==> config.mk <==
export PLATFORM = sky130hd
export DESIGN_NAME = sha256_message_hasher_top
export DESIGN_NICKNAME = d
export VERILOG_FILES = /design/src/rtl/sha256_pkg.sv /design/src/rtl/sha256_front.sv /design/src/rtl/sha256_core.sv /design/src/rtl/sha256_back.sv /design/src/rtl/sha256_message_hasher_top.sv
export SDC_FILE = /design/constraint.sdc
export NUM_CORES = 2
export LEC_CHECK = 0
export BUFFER_PORTS_ARGS = -buffer_cell sky130_fd_sc_hd__buf_2
export CORE_MARGIN = 2
export CORE_UTILIZATION = 40
export CTS_CLUSTER_DIAMETER = 100
export DETAILED_ROUTE_END_ITERATION = 6
export HOLD_SLACK_MARGIN = 0.05
export MAX_ROUTING_LAYER = met4
export PLACE_DENSITY = 0.53
export SYNTH_ARGS = -nofsm -noshare
export SYNTH_HDL_FRONTEND = slang
export SYNTH_HIERARCHICAL = 1
export SYNTH_SLANG_ARGS = --single-unit
==> constraint.sdc <==
create_clock -name clk -period 13.25 [get_ports clk]
set_input_delay 2.65 -clock clk [delete_from_list [all_inputs] [get_ports clk]]
set_output_delay 2.65 -clock clk [all_outputs]
set_load 0.005 [all_outputs]
==> src/rtl/sha256_pkg.sv <==
// Shared types, constants and tables for the SHA-256 message hasher.
// No dependencies; imported by every module of the block but the output checker.
package sha256_pkg;

    // Input item kinds
    localparam logic KIND_BYTE = 1'b0;
    localparam logic KIND_END  = 1'b1;

    // Padding and block geometry
    localparam logic [7:0] PAD_BYTE      = 8'h80;
    localparam logic [5:0] LEN_POS       = 6'd56;
    localparam logic [5:0] LAST_POS      = 6'd63;
    localparam logic [5:0] LAST_ROUND    = 6'd63;
    localparam logic [2:0] LAST_WORD_IDX = 3'd7;
    localparam logic [63:0] BITS_PER_BYTE = 64'd8;

    // Default depth of the queue between front and back
    localparam int QUEUE_DEPTH = 4;

    // One queued input item
    typedef struct packed {
        logic       kind;
        logic [7:0] data;
    } item_t;

    // Commands from the sequencer to the compression core
    typedef struct packed {
        logic        init;
        logic        start;
        logic        byte_we;
        logic [5:0]  byte_pos;
        logic [7:0]  byte_val;
        logic        len_we;
        logic [63:0] len;
    } core_cmd_t;

    // Back-end sequencer states
    typedef enum logic [2:0] {
        ST_IDLE,
        ST_COMP,
        ST_PAD_BLK,
        ST_PAD_LEN,
        ST_EMIT
    } back_state_t;

    // Initial hash values
    function automatic logic [31:0] iv_const(input logic [2:0] idx);
        logic [31:0] v;
        unique case (idx)
            3'd0: v = 32'h6a09e667;
            3'd1: v = 32'hbb67ae85;
            3'd2: v = 32'h3c6ef372;
            3'd3: v = 32'ha54ff53a;
            3'd4: v = 32'h510e527f;
            3'd5: v = 32'h9b05688c;
            3'd6: v = 32'h1f83d9ab;
            3'd7: v = 32'h5be0cd19;
            default: v = 32'h0;
        endcase
        return v;
    endfunction

    // Round constants
    function automatic logic [31:0] k_const(input logic [5:0] idx);
        logic [31:0] v;
        unique case (idx)
            6'd0:  v = 32'h428a2f98;  6'd1:  v = 32'h71374491;
            6'd2:  v = 32'hb5c0fbcf;  6'd3:  v = 32'he9b5dba5;
            6'd4:  v = 32'h3956c25b;  6'd5:  v = 32'h59f111f1;
            6'd6:  v = 32'h923f82a4;  6'd7:  v = 32'hab1c5ed5;
            6'd8:  v = 32'hd807aa98;  6'd9:  v = 32'h12835b01;
            6'd10: v = 32'h243185be;  6'd11: v = 32'h550c7dc3;
            6'd12: v = 32'h72be5d74;  6'd13: v = 32'h80deb1fe;
            6'd14: v = 32'h9bdc06a7;  6'd15: v = 32'hc19bf174;
            6'd16: v = 32'he49b69c1;  6'd17: v = 32'hefbe4786;
            6'd18: v = 32'h0fc19dc6;  6'd19: v = 32'h240ca1cc;
            6'd20: v = 32'h2de92c6f;  6'd21: v = 32'h4a7484aa;
            6'd22: v = 32'h5cb0a9dc;  6'd23: v = 32'h76f988da;
            6'd24: v = 32'h983e5152;  6'd25: v = 32'ha831c66d;
            6'd26: v = 32'hb00327c8;  6'd27: v = 32'hbf597fc7;
            6'd28: v = 32'hc6e00bf3;  6'd29: v = 32'hd5a79147;
            6'd30: v = 32'h06ca6351;  6'd31: v = 32'h14292967;
            6'd32: v = 32'h27b70a85;  6'd33: v = 32'h2e1b2138;
            6'd34: v = 32'h4d2c6dfc;  6'd35: v = 32'h53380d13;
            6'd36: v = 32'h650a7354;  6'd37: v = 32'h766a0abb;
            6'd38: v = 32'h81c2c92e;  6'd39: v = 32'h92722c85;
            6'd40: v = 32'ha2bfe8a1;  6'd41: v = 32'ha81a664b;
            6'd42: v = 32'hc24b8b70;  6'd43: v = 32'hc76c51a3;
            6'd44: v = 32'hd192e819;  6'd45: v = 32'hd6990624;
            6'd46: v = 32'hf40e3585;  6'd47: v = 32'h106aa070;
            6'd48: v = 32'h19a4c116;  6'd49: v = 32'h1e376c08;
            6'd50: v = 32'h2748774c;  6'd51: v = 32'h34b0bcb5;
            6'd52: v = 32'h391c0cb3;  6'd53: v = 32'h4ed8aa4a;
            6'd54: v = 32'h5b9cca4f;  6'd55: v = 32'h682e6ff3;
            6'd56: v = 32'h748f82ee;  6'd57: v = 32'h78a5636f;
            6'd58: v = 32'h84c87814;  6'd59: v = 32'h8cc70208;
            6'd60: v = 32'h90befffa;  6'd61: v = 32'ha4506ceb;
            6'd62: v = 32'hbef9a3f7;  6'd63: v = 32'hc67178f2;
            default: v = 32'h0;
        endcase
        return v;
    endfunction

endpackage

==> src/rtl/sha256_front.sv <==
// Front end of the SHA-256 hasher: accepts input beats into a short queue.
// Depends on sha256_pkg for the queued item type.
module sha256_front #(
    parameter int DEPTH = sha256_pkg::QUEUE_DEPTH
) (
    input  logic                clk,
    input  logic                rst_n,
    input  logic                in_valid,
    output logic                in_ready,
    input  logic                in_kind,
    input  logic [7:0]          in_data,
    output logic                out_valid,
    output sha256_pkg::item_t   out_item,
    input  logic                pop
);
    import sha256_pkg::*;

    localparam int PTR_W = (DEPTH > 1) ? $clog2(DEPTH) : 1;
    localparam int CNT_W = $clog2(DEPTH + 1);

    item_t              mem [DEPTH];
    logic [PTR_W-1:0]   wr_ptr_reg, wr_ptr_next;
    logic [PTR_W-1:0]   rd_ptr_reg, rd_ptr_next;
    logic [CNT_W-1:0]   count_reg, count_next;
    logic               push;
    logic               take;

    assign in_ready  = (count_reg != CNT_W'(DEPTH));
    assign out_valid = (count_reg != '0);
    assign push      = in_valid && in_ready;
    assign take      = pop && out_valid;
    assign out_item  = mem[rd_ptr_reg];

    // Advance pointers with wrap at the queue depth
    always_comb
    begin
        wr_ptr_next = wr_ptr_reg;
        rd_ptr_next = rd_ptr_reg;
        count_next  = count_reg;
        if (push)
        begin
            wr_ptr_next = (wr_ptr_reg == PTR_W'(DEPTH - 1)) ? '0 : wr_ptr_reg + 1'b1;
        end
        if (take)
        begin
            rd_ptr_next = (rd_ptr_reg == PTR_W'(DEPTH - 1)) ? '0 : rd_ptr_reg + 1'b1;
        end
        if (push && !take)
        begin
            count_next = count_reg + 1'b1;
        end
        else if (take && !push)
        begin
            count_next = count_reg - 1'b1;
        end
    end

    always_ff @(posedge clk or negedge rst_n)
    begin
        if (!rst_n)
        begin
            wr_ptr_reg <= '0;
            rd_ptr_reg <= '0;
            count_reg  <= '0;
        end
        else
        begin
            wr_ptr_reg <= wr_ptr_next;
            rd_ptr_reg <= rd_ptr_next;
            count_reg  <= count_next;
        end
    end

    // Store the incoming beat, classified by kind
    always_ff @(posedge clk)
    begin
        if (push)
        begin
            mem[wr_ptr_reg] <= '{kind: in_kind, data: in_data};
        end
    end

endmodule

==> src/rtl/sha256_core.sv <==
// SHA-256 compression core: block buffer as schedule window, one round per cycle,
// chaining words. Depends on sha256_pkg for constants and the command struct.
module sha256_core (
    input  logic                    clk,
    input  logic                    rst_n,
    input  sha256_pkg::core_cmd_t   cmd,
    output logic                    busy,
    output logic [7:0][31:0]        chain
);
    import sha256_pkg::*;

    function automatic logic [31:0] rotr(input logic [31:0] x, input int unsigned r);
        return (x >> r) | (x << (32 - r));
    endfunction

    logic [15:0][31:0] w_reg;
    logic [7:0][31:0]  v_reg;
    logic [7:0][31:0]  h_reg;
    logic [5:0]        round_reg;
    logic              run_reg;
    logic              fin_reg;

    logic [31:0] e, a, big1, big0, choose, major, t1, sched_new;
    logic [31:0] sig0, sig1;
    logic [4:0]  lane_sh;

    // Round and schedule datapath
    always_comb
    begin
        e      = v_reg[4];
        a      = v_reg[0];
        big1   = rotr(e, 6) ^ rotr(e, 11) ^ rotr(e, 25);
        choose = (e & v_reg[5]) ^ (~e & v_reg[6]);
        t1     = v_reg[7] + big1 + choose + k_const(round_reg) + w_reg[0];
        big0   = rotr(a, 2) ^ rotr(a, 13) ^ rotr(a, 22);
        major  = (a & v_reg[1]) ^ (a & v_reg[2]) ^ (v_reg[1] & v_reg[2]);
        sig0   = rotr(w_reg[1], 7) ^ rotr(w_reg[1], 18) ^ (w_reg[1] >> 3);
        sig1   = rotr(w_reg[14], 17) ^ rotr(w_reg[14], 19) ^ (w_reg[14] >> 10);
        sched_new = w_reg[0] + sig0 + w_reg[9] + sig1;
    end

    // Big-endian byte lane inside the word
    assign lane_sh = {~cmd.byte_pos[1:0], 3'b000};
    assign busy    = run_reg || fin_reg;
    assign chain   = h_reg;

    // Block buffer: byte and length writes, then shift as the schedule window
    always_ff @(posedge clk)
    begin
        priority if (run_reg)
        begin
            w_reg <= {sched_new, w_reg[15:1]};
        end
        else if (cmd.len_we)
        begin
            w_reg[14] <= cmd.len[63:32];
            w_reg[15] <= cmd.len[31:0];
        end
        else if (cmd.byte_we)
        begin
            w_reg[cmd.byte_pos[5:2]][lane_sh +: 8] <= cmd.byte_val;
        end
    end

    // Working variables
    always_ff @(posedge clk)
    begin
        if (cmd.start)
        begin
            v_reg <= h_reg;
        end
        else if (run_reg)
        begin
            v_reg[7] <= v_reg[6];
            v_reg[6] <= v_reg[5];
            v_reg[5] <= e;
            v_reg[4] <= v_reg[3] + t1;
            v_reg[3] <= v_reg[2];
            v_reg[2] <= v_reg[1];
            v_reg[1] <= a;
            v_reg[0] <= t1 + big0 + major;
        end
    end

    // Round sequencing and chaining update
    always_ff @(posedge clk or negedge rst_n)
    begin
        if (!rst_n)
        begin
            run_reg   <= 1'b0;
            fin_reg   <= 1'b0;
            round_reg <= '0;
            for (int i = 0; i < 8; i++)
            begin
                h_reg[i] <= iv_const(3'(i));
            end
        end
        else
        begin
            fin_reg <= 1'b0;
            if (cmd.start)
            begin
                run_reg   <= 1'b1;
                round_reg <= '0;
            end
            else if (run_reg)
            begin
                round_reg <= round_reg + 1'b1;
                if (round_reg == LAST_ROUND)
                begin
                    run_reg <= 1'b0;
                    fin_reg <= 1'b1;
                end
            end
            if (cmd.init)
            begin
                for (int i = 0; i < 8; i++)
                begin
                    h_reg[i] <= iv_const(3'(i));
                end
            end
            else if (fin_reg)
            begin
                for (int i = 0; i < 8; i++)
                begin
                    h_reg[i] <= h_reg[i] + v_reg[i];
                end
            end
        end
    end

endmodule

==> src/rtl/sha256_back.sv <==
// Back end of the SHA-256 hasher: block filling, padding, compression control
// and the digest output register. Depends on sha256_pkg.
module sha256_back (
    input  logic                    clk,
    input  logic                    rst_n,
    input  logic                    item_valid,
    input  sha256_pkg::item_t       item,
    output logic                    pop,
    output sha256_pkg::core_cmd_t   cmd,
    input  logic                    core_busy,
    input  logic [7:0][31:0]        chain,
    output logic                    out_valid,
    input  logic                    out_ready,
    output logic [31:0]             out_word,
    output logic [2:0]              out_index,
    output logic                    out_last
);
    import sha256_pkg::*;

    back_state_t state_reg, state_next;
    back_state_t ret_reg, ret_next;
    logic [5:0]  fill_reg, fill_next;
    logic [63:0] bitcnt_reg, bitcnt_next;
    logic [2:0]  emit_reg, emit_next;
    logic        load_out;
    logic        out_valid_reg;
    logic [31:0] out_word_reg;
    logic [2:0]  out_index_reg;
    logic        out_last_reg;

    assign load_out = (state_reg == ST_EMIT) && (!out_valid_reg || out_ready);

    // Next state and counters
    always_comb
    begin
        state_next  = state_reg;
        ret_next    = ret_reg;
        fill_next   = fill_reg;
        bitcnt_next = bitcnt_reg;
        emit_next   = emit_reg;
        unique case (state_reg)
            ST_IDLE:
            begin
                if (item_valid)
                begin
                    fill_next = fill_reg + 1'b1;
                    if (item.kind == KIND_BYTE)
                    begin
                        bitcnt_next = bitcnt_reg + BITS_PER_BYTE;
                        if (fill_reg == LAST_POS)
                        begin
                            state_next = ST_COMP;
                            ret_next   = ST_IDLE;
                        end
                    end
                    else
                    begin
                        priority if (fill_reg == LAST_POS)
                        begin
                            state_next = ST_COMP;
                            ret_next   = ST_PAD_LEN;
                        end
                        else if (fill_reg >= LEN_POS)
                        begin
                            state_next = ST_PAD_BLK;
                        end
                        else
                        begin
                            state_next = ST_PAD_LEN;
                        end
                    end
                end
            end
            ST_PAD_BLK:
            begin
                fill_next = fill_reg + 1'b1;
                if (fill_reg == LAST_POS)
                begin
                    state_next = ST_COMP;
                    ret_next   = ST_PAD_LEN;
                end
            end
            ST_PAD_LEN:
            begin
                if (fill_reg == LEN_POS)
                begin
                    fill_next  = '0;
                    emit_next  = '0;
                    state_next = ST_COMP;
                    ret_next   = ST_EMIT;
                end
                else
                begin
                    fill_next = fill_reg + 1'b1;
                end
            end
            ST_COMP:
            begin
                if (!core_busy)
                begin
                    state_next = ret_reg;
                end
            end
            ST_EMIT:
            begin
                if (load_out)
                begin
                    emit_next = emit_reg + 1'b1;
                    if (emit_reg == LAST_WORD_IDX)
                    begin
                        bitcnt_next = '0;
                        state_next  = ST_IDLE;
                    end
                end
            end
            default:
            begin
                state_next = ST_IDLE;
            end
        endcase
    end

    // Commands to the queue and the core
    always_comb
    begin
        pop = 1'b0;
        cmd = '0;
        cmd.byte_pos = fill_reg;
        cmd.len      = bitcnt_reg;
        unique case (state_reg)
            ST_IDLE:
            begin
                if (item_valid)
                begin
                    pop          = 1'b1;
                    cmd.byte_we  = 1'b1;
                    cmd.byte_val = (item.kind == KIND_END) ? PAD_BYTE : item.data;
                    cmd.start    = (fill_reg == LAST_POS);
                end
            end
            ST_PAD_BLK:
            begin
                cmd.byte_we = 1'b1;
                cmd.start   = (fill_reg == LAST_POS);
            end
            ST_PAD_LEN:
            begin
                if (fill_reg == LEN_POS)
                begin
                    cmd.len_we = 1'b1;
                    cmd.start  = 1'b1;
                end
                else
                begin
                    cmd.byte_we = 1'b1;
                end
            end
            ST_COMP:
            begin
                cmd.init = 1'b0;
            end
            ST_EMIT:
            begin
                cmd.init = load_out && (emit_reg == LAST_WORD_IDX);
            end
            default:
            begin
                cmd.init = 1'b0;
            end
        endcase
    end

    always_ff @(posedge clk or negedge rst_n)
    begin
        if (!rst_n)
        begin
            state_reg     <= ST_IDLE;
            ret_reg       <= ST_IDLE;
            fill_reg      <= '0;
            bitcnt_reg    <= '0;
            emit_reg      <= '0;
            out_valid_reg <= 1'b0;
        end
        else
        begin
            state_reg  <= state_next;
            ret_reg    <= ret_next;
            fill_reg   <= fill_next;
            bitcnt_reg <= bitcnt_next;
            emit_reg   <= emit_next;
            if (load_out)
            begin
                out_valid_reg <= 1'b1;
            end
            else if (out_ready)
            begin
                out_valid_reg <= 1'b0;
            end
        end
    end

    // Digest output register payload
    always_ff @(posedge clk)
    begin
        if (load_out)
        begin
            out_word_reg  <= chain[emit_reg];
            out_index_reg <= emit_reg;
            out_last_reg  <= (emit_reg == LAST_WORD_IDX);
        end
    end

    assign out_valid = out_valid_reg;
    assign out_word  = out_word_reg;
    assign out_index = out_index_reg;
    assign out_last  = out_last_reg;

endmodule

==> src/rtl/sha256_message_hasher_top.sv <==
// SHA-256 message hasher: byte stream in, eight digest words out.
// Usage:
//   Input beats on s_axis_*: tuser is the kind (0 = message byte in tdata,
//   1 = end of message). Each end beat produces eight beats on m_axis_*:
//   tdata is one digest word, most significant word first, tuser its index
//   0..7, tlast marks the eighth word.
// Timing:
//   A queue of FIFO_DEPTH beats decouples the input from the sequencer, so
//   the input keeps flowing while the output stalls or a block compresses,
//   until the queue is full. Every 64th message byte holds the sequencer
//   while the block compresses (64 rounds, one per cycle, then the chaining
//   add, until it sees the core idle); no new byte is taken meanwhile. An end
//   beat is followed by padding bytes, one or two such compressions and
//   then eight output beats, one per cycle while m_axis_tready is high.
// Reset:
//   rst_n clears the queue, the sequencer and the output valid flag and loads
//   the initial hash values. A stalled receiver holds the current word; the
//   sequencer waits on it and the queue fills before s_axis_tready drops.
module sha256_message_hasher_top #(
    parameter int FIFO_DEPTH = sha256_pkg::QUEUE_DEPTH
) (
    input  logic        clk,
    input  logic        rst_n,
    input  logic        s_axis_tvalid,
    output logic        s_axis_tready,
    input  logic [7:0]  s_axis_tdata,   // [7:0] data_byte
    input  logic        s_axis_tuser,   // [0] kind
    output logic        m_axis_tvalid,
    input  logic        m_axis_tready,
    output logic [31:0] m_axis_tdata,   // [31:0] digest_word
    output logic [2:0]  m_axis_tuser,   // [2:0] word_index
    output logic        m_axis_tlast    // last_word
);
    import sha256_pkg::*;

    logic             item_valid;
    item_t            item;
    logic             pop;
    core_cmd_t        cmd;
    logic             core_busy;
    logic [7:0][31:0] chain;

    sha256_front #(
        .DEPTH (FIFO_DEPTH)
    ) u_front (
        .clk       (clk),
        .rst_n     (rst_n),
        .in_valid  (s_axis_tvalid),
        .in_ready  (s_axis_tready),
        .in_kind   (s_axis_tuser),
        .in_data   (s_axis_tdata),
        .out_valid (item_valid),
        .out_item  (item),
        .pop       (pop)
    );

    sha256_core u_core (
        .clk   (clk),
        .rst_n (rst_n),
        .cmd   (cmd),
        .busy  (core_busy),
        .chain (chain)
    );

    sha256_back u_back (
        .clk        (clk),
        .rst_n      (rst_n),
        .item_valid (item_valid),
        .item       (item),
        .pop        (pop),
        .cmd        (cmd),
        .core_busy  (core_busy),
        .chain      (chain),
        .out_valid  (m_axis_tvalid),
        .out_ready  (m_axis_tready),
        .out_word   (m_axis_tdata),
        .out_index  (m_axis_tuser),
        .out_last   (m_axis_tlast)
    );

endmodule

* Word level (Yosys, flattened, before mapping)
Memories as Yosys holds them, arrays and structs flattened. Index checks and enable logic that the tools add are counted.
Storage, ports and cells: memories 2, input bits 13, output and inout port bits 38, bits in registers 1155, bits in latches 0, bits in read-only memories 2048, word-level logic and storage cells 225, bits in writable memories 36
Cells by class: $mul 0, $add $sub $neg 27, div/mod/pow operators 0, magnitude comparators 4, reductions and logical operators 29, shift-type cells 2, bitwise operators 28, muxes and demuxes 67, equality and inequality tests 19
Memories:
- (name not given) | depth 64, bits a word 32, rd ports 1, clocked after Yosys merged registers in 0, write ports 0, line sha256_pkg.sv:66 | unique case (idx)
- u_front.mem | depth 4, bits a word 9, rd ports 1, clocked after Yosys merged registers in 0, write ports 1, line sha256_front.sv:21 | item_t mem [DEPTH];
Operators by type and width (number):
- two-way mux 256 bit | 4
- two-way mux 512 bit | 2
- adder 32 bit | 18
- bitwise mux 512 bit | 1
- two-way mux 448 bit | 1
- two-way mux 64 bit | 5
- bitwise XOR 32 bit | 9
- bitwise AND 32 bit | 5
- demux 32 bit (select 4 bit) | 1
- case mux 64 bit (2 select lines) | 1
- binary-select mux 32 bit (select 3 bit) | 1
- adder 64 x 4 -> 64 bit, second input constant | 1
- two-way mux 32 bit | 2
- two-way mux 3 bit | 17
- NOT 32 bit | 1
- bitwise OR 10 x 32 -> 32 bit | 1
- bitwise OR 13 x 32 -> 32 bit | 1
- bitwise OR 14 x 32 -> 32 bit | 1
- bitwise OR 15 x 32 -> 32 bit | 1
- bitwise OR 19 x 32 -> 32 bit | 1
- bitwise OR 21 x 32 -> 32 bit | 1
- bitwise OR 25 x 32 -> 32 bit | 1
- bitwise OR 26 x 32 -> 32 bit | 1
- bitwise OR 30 x 32 -> 32 bit | 1
- 43 further kinds | 98

* Longest topological paths before layout
word-level depth 11, mapped depth 35, depth with buffers taken out 34

* By module
Netlist, hierarchy kept.
Modules (own cells, without submodules):
- sha256_core | cells each 7205, times used 1, area an instance 70780.4 um^2, sequential area each 29838.6 um^2
- sha256_back | cells each 656, times used 1, area an instance 7499.7 um^2, sequential area each 3007.9 um^2
- sha256_front | cells each 83, times used 1, area an instance 1736.7 um^2, sequential area each 1256.2 um^2

* Worst setup path after synthesis
Ideal clock, no wire load.
kind register to register, from register u_core.round_reg[2], to register u_core.v_reg, in the netlist u_core/e[29], data pin, path slack 5.999 ns, required time 12.982 ns, stages on the path, launching flop included 33, buffers on the path 2, setup time 0.268 ns, period minus slack after synthesis 7.251 ns, data arrival time 6.983 ns, cells stage by stage dfrtp_1 > inv_1 > clkbuf_1 > clkbuf_1 > ha_1 > a21oi_1 > a21oi_1 > a21oi_1 > nor2_1 > a21oi_1 > fa_1 > inv_1 > ha_1 > fa_1 > a211oi_1 > or3_1 > o211ai_1 > o211ai_1 > nand3_1 > a31o_2 > a21oi_1 > xnor2_1 > ha_1 > and3_1 > a221oi_2 > o21ai_0 > or3_1 > o211a_1 > a31o_2 > a31oi_2 > nor2b_1 > o41ai_1 > a21oi_1
On the way: longest elaborated chain between the ends 6
Ends and longest elaborated chain:
- start, declared | line sha256_core.sv:19 | logic [5:0] round_reg;
- start signal, assigned | line sha256_core.sv:108 | round_reg <= round_reg + 1'b1;
- memory (64 x 32 bit)
- adder 32 bit (2 in series) | line sha256_core.sv:34 | t1 = v_reg[7] + big1 + choose + k_const(round_reg) + w_reg[0];
- adder 32 bit | line sha256_core.sv:77 | v_reg[4] <= v_reg[3] + t1;
- two-way mux 256 bit | line sha256_core.sv:72 | else if (run_reg)
- two-way mux 256 bit | line sha256_core.sv:68 | if (cmd.start)
- end signal, assigned | line sha256_core.sv:70 | v_reg <= h_reg;
- end, declared | line sha256_core.sv:17 | logic [7:0][31:0] v_reg;
No other way between the ends. The select of a mux whose other input is x is not followed. A chain may end at the register's enable or synchronous reset.

* Worst setup path in the final report
from register u_core.round_reg[1], to register u_core.v_reg, in the netlist u_core/a[31], data pin
On the way: longest elaborated chain between the ends 7
Ends and longest elaborated chain:
- memory (64 x 32 bit)
- adder 32 bit (2 in series) | line sha256_core.sv:34
- adder 32 bit (2 in series) | line sha256_core.sv:81 | v_reg[0] <= t1 + big0 + major;
- two-way mux 256 bit | line sha256_core.sv:72
- two-way mux 256 bit | line sha256_core.sv:68
No other way between the ends. The select of a mux whose other input is x is not followed.

==> flow_summary_export.csv <==
group,metric,value,unit
outcome,run_status,"complete, no violations",
worst_setup_path,r2r_start,"u_core/round_reg[1]",
min_path,hold_path_class,"reg -> reg",
timing,period_share,0.706,
min_path,min_from,"u_front/count_reg[2]",
routing,drtIter0Drc,5582,
timing,setup_tns,0,ns
layout,largest_reg_flops,512,
synthesis,ys_seq_area_frac,0.426,
clock_network,cts-resized-gates,0,
clock_network,cts-root-buf,"clkbuf_16",
timing,relSlewSlack,0.139,
timing,layout_min_cycle_time,9.35,ns
floorplan,die_w,451,microns
routing,firstDrtPassIters,6,
synthesis,syn_avg_cell_area,10.1,sq um
worst_setup_path,end_kind,"register",
layout,area_delta_synth_final,9.57,%
routing,wl_per_cell,26.3,microns
synthesis,syn_area,80000,sq um
run,maxCapViolCount,0,
routing,vias_per_cell,5.86,
worst_setup_path,critical_path_class,"reg -> reg",
worst_setup_path,cp_num_buf_inv,3,
grt,grtUsageTotal,0.279,
synthesis,synth_edf_count,840,
layout,drive_above_1_share,0.118,
worst_setup_path,cp_slowest_cell,"ha_1",
routing,drt-total-wl,279000,microns
synthesis,async_flop_share,0.293,
worst_setup_path,cp-start-kind,"register",
routing,ant_nets,0,
worst_setup_path,cp_max_fo,21,
floorplan,start_util,0.402,
floorplan,die_h,451,microns
grt,grt_max_degree,215,
synthesis,synth_ff_type,"edfxtp_1",
placed_design,gp_congestion,0.955,
placed_design,hpwl,206000,microns
worst_setup_path,critPathTopFamily,"compound AO/OA/AOI/OAI gates",
timing,rsz0062_at_grt,"no",
floorplan,dieArea,204000,sq um
grt,grt_pass1_wl,412000,microns
routing,drc,0,
floorplan,core,199000,sq um
layout,final_common_cell,"nand2_1",
timing,finalHoldViolations,0,
placed_design,port_buffers,50,
floorplan,rows,164,
clock_network,clkTransAtPathRegs,0.06,ns
routing,vias,62135,
timing,setup_viol,0,
layout,finalNetCount,8443,
clock_network,cts.sinks,1188,
clock_network,max-clock-path-buffers,3,
clock_network,cts_tree,"built",
synthesis,synth_seq_cells,1188,
synthesis,synth_cells,7944,
timing,clock_skew,0.0354,ns
timing,fmax,0.107,GHz
timing,drv_slew,0,
worst_setup_path,arrival,9.88,ns
timing,tightest_slew,1.28,ns
floorplan,design.portCount,51,
layout,layout_common_cells,"nand2_1 (1003), o21ai_0 (889), edfxtp_1 (840)",
clock_network,htreeDepth,4,
clock_network,ctsHoldBuffers,0,
grt,grt.overflow.total,0,
grt,grt_pass1_vias,61603,
grt,antenna_found_initial,3,
synthesis,yosys.cell_types.count,121,
clock_network,post-cts-setup-buffers,0,
clock_network,cts_buffers,144,
worst_setup_path,critical_path_required,13.78,ns
worst_setup_path,max_stage_delay,0.77,ns
synthesis,ys_warn_count,6,
worst_setup_path,crit_path_start,"u_core/round_reg[1]",
clock_network,clk_latency,0.84,ns
==> Yosys cell counts, types with 32 or more instances <==
master    instances  area share
fa_1            196       0.049
nand2b_1         77      0.0060
a21o_1          186       0.017
nand3_1         118      0.0074
dfrtp_1         212       0.066
o21bai_1        101      0.0095
xor2_1          220       0.024
a22oi_1          38      0.0036
mux2i_1          79      0.0099
buf_1            32      0.0015
a211oi_1         50      0.0047
nand4_1          43      0.0034
ha_1            408       0.064
a31oi_1          52      0.0041
nand2_1        1005       0.047
a21oi_1         491       0.031
o31ai_1          52      0.0049
mux4_2           78       0.022
or4_1            36      0.0034
dfstp_2         136       0.045
nor3_1           97      0.0061
mux2_2          257       0.036
and3_1           44      0.0034
edfxtp_1        840        0.32
o21ai_0         889       0.056
a221oi_1         32      0.0035
or3_1            48      0.0038
nor2b_1          65      0.0051
nor2_1          388       0.018
clkbuf_1        356       0.017
xnor2_1         357       0.039
inv_1           453       0.021
o21a_1           60      0.0056
==> layer usage <==
layer  global-route usage  vias up  part of all wire
met5                    -        -                 0
met2                0.462     1987              0.49
met1                0.345    31235              0.42
met4                0.118        0             0.048
li1                     -    28423                 -
met3               0.0306      490             0.046
==> final timing paths <==
kind                                             end  slack, ns  depth (start not counted)
max in group asynchronous          u_core/chain[157]       9.47                          3
worst min-delay path            u_front/count_reg[2]       0.48                          1
worst max register to register          u_core/a[31]       3.90                         31
worst max-delay path                    u_core/a[31]       3.90                         31
min in group asynchronous           u_core/chain[33]       1.87                          1
worst min register to register  u_front/count_reg[2]       0.48                          1
==> layout make-up <==
type / count / area (sq um)
clock inverter: 85 / 933
tap: 2656 / 3320
fill: 18965 / 112000
inverter: 455 / 1720
sequential: 1188 / 34100
timing repair buffer: 144 / 991
antenna: 2 / 5.00
multi-input combinational: 5893 / 42700
clock buffer: 185 / 3900
==> worst reg2reg max path: cells and delay by family, from the launching register on <==
| kind | cells | cell delay (ns) |
|---|---|---|
| xor gates and xnor gates | 3 | 0.52 |
| DFF | 1 | 0.32 |
| AOI/OAI and AO/OA | 15 | 4.15 |
| and+or+nand+nor | 5 | 1.04 |
| buffers and inverters | 3 | 0.63 |
| adders and majority gates | 5 | 2.43 |
==> metrics by stage <==
stage / util / setup WS (ns) / hold WS (ns) / std cells / cell area (sq um)
floorplan: - / 6.00 / 0.447 / 7946 / 80000
global placement: 0.416 / 4.03 / 0.471 / 10336 / 82800
detailed placement: 0.416 / 4.01 / 0.479 / 10336 / 82800
CTS: 0.440 / 4.03 / 0.489 / 10606 / 87700
global route: 0.440 / 3.33 / 0.520 / 10607 / 87700
finish: 0.440 / 3.90 / 0.484 / 10608 / 87700
==> cells by family after synthesis <==
group,Yosys count,synth area share
buffers and inverters,865,0.0413
AO/OA/AOI/OAI,2218,0.168
XOR/XNOR,578,0.0634
adder cells (fa/ha/maj),625,0.115
AND/OR/NAND/NOR,2051,0.117
multiplexers,418,0.0687
flip-flops,1188,0.426
other,1,0.0000469
Power is left out: the tool's default activity adds up to more than one toggle a clock period on the data nets, which glitch-free logic cannot reach.
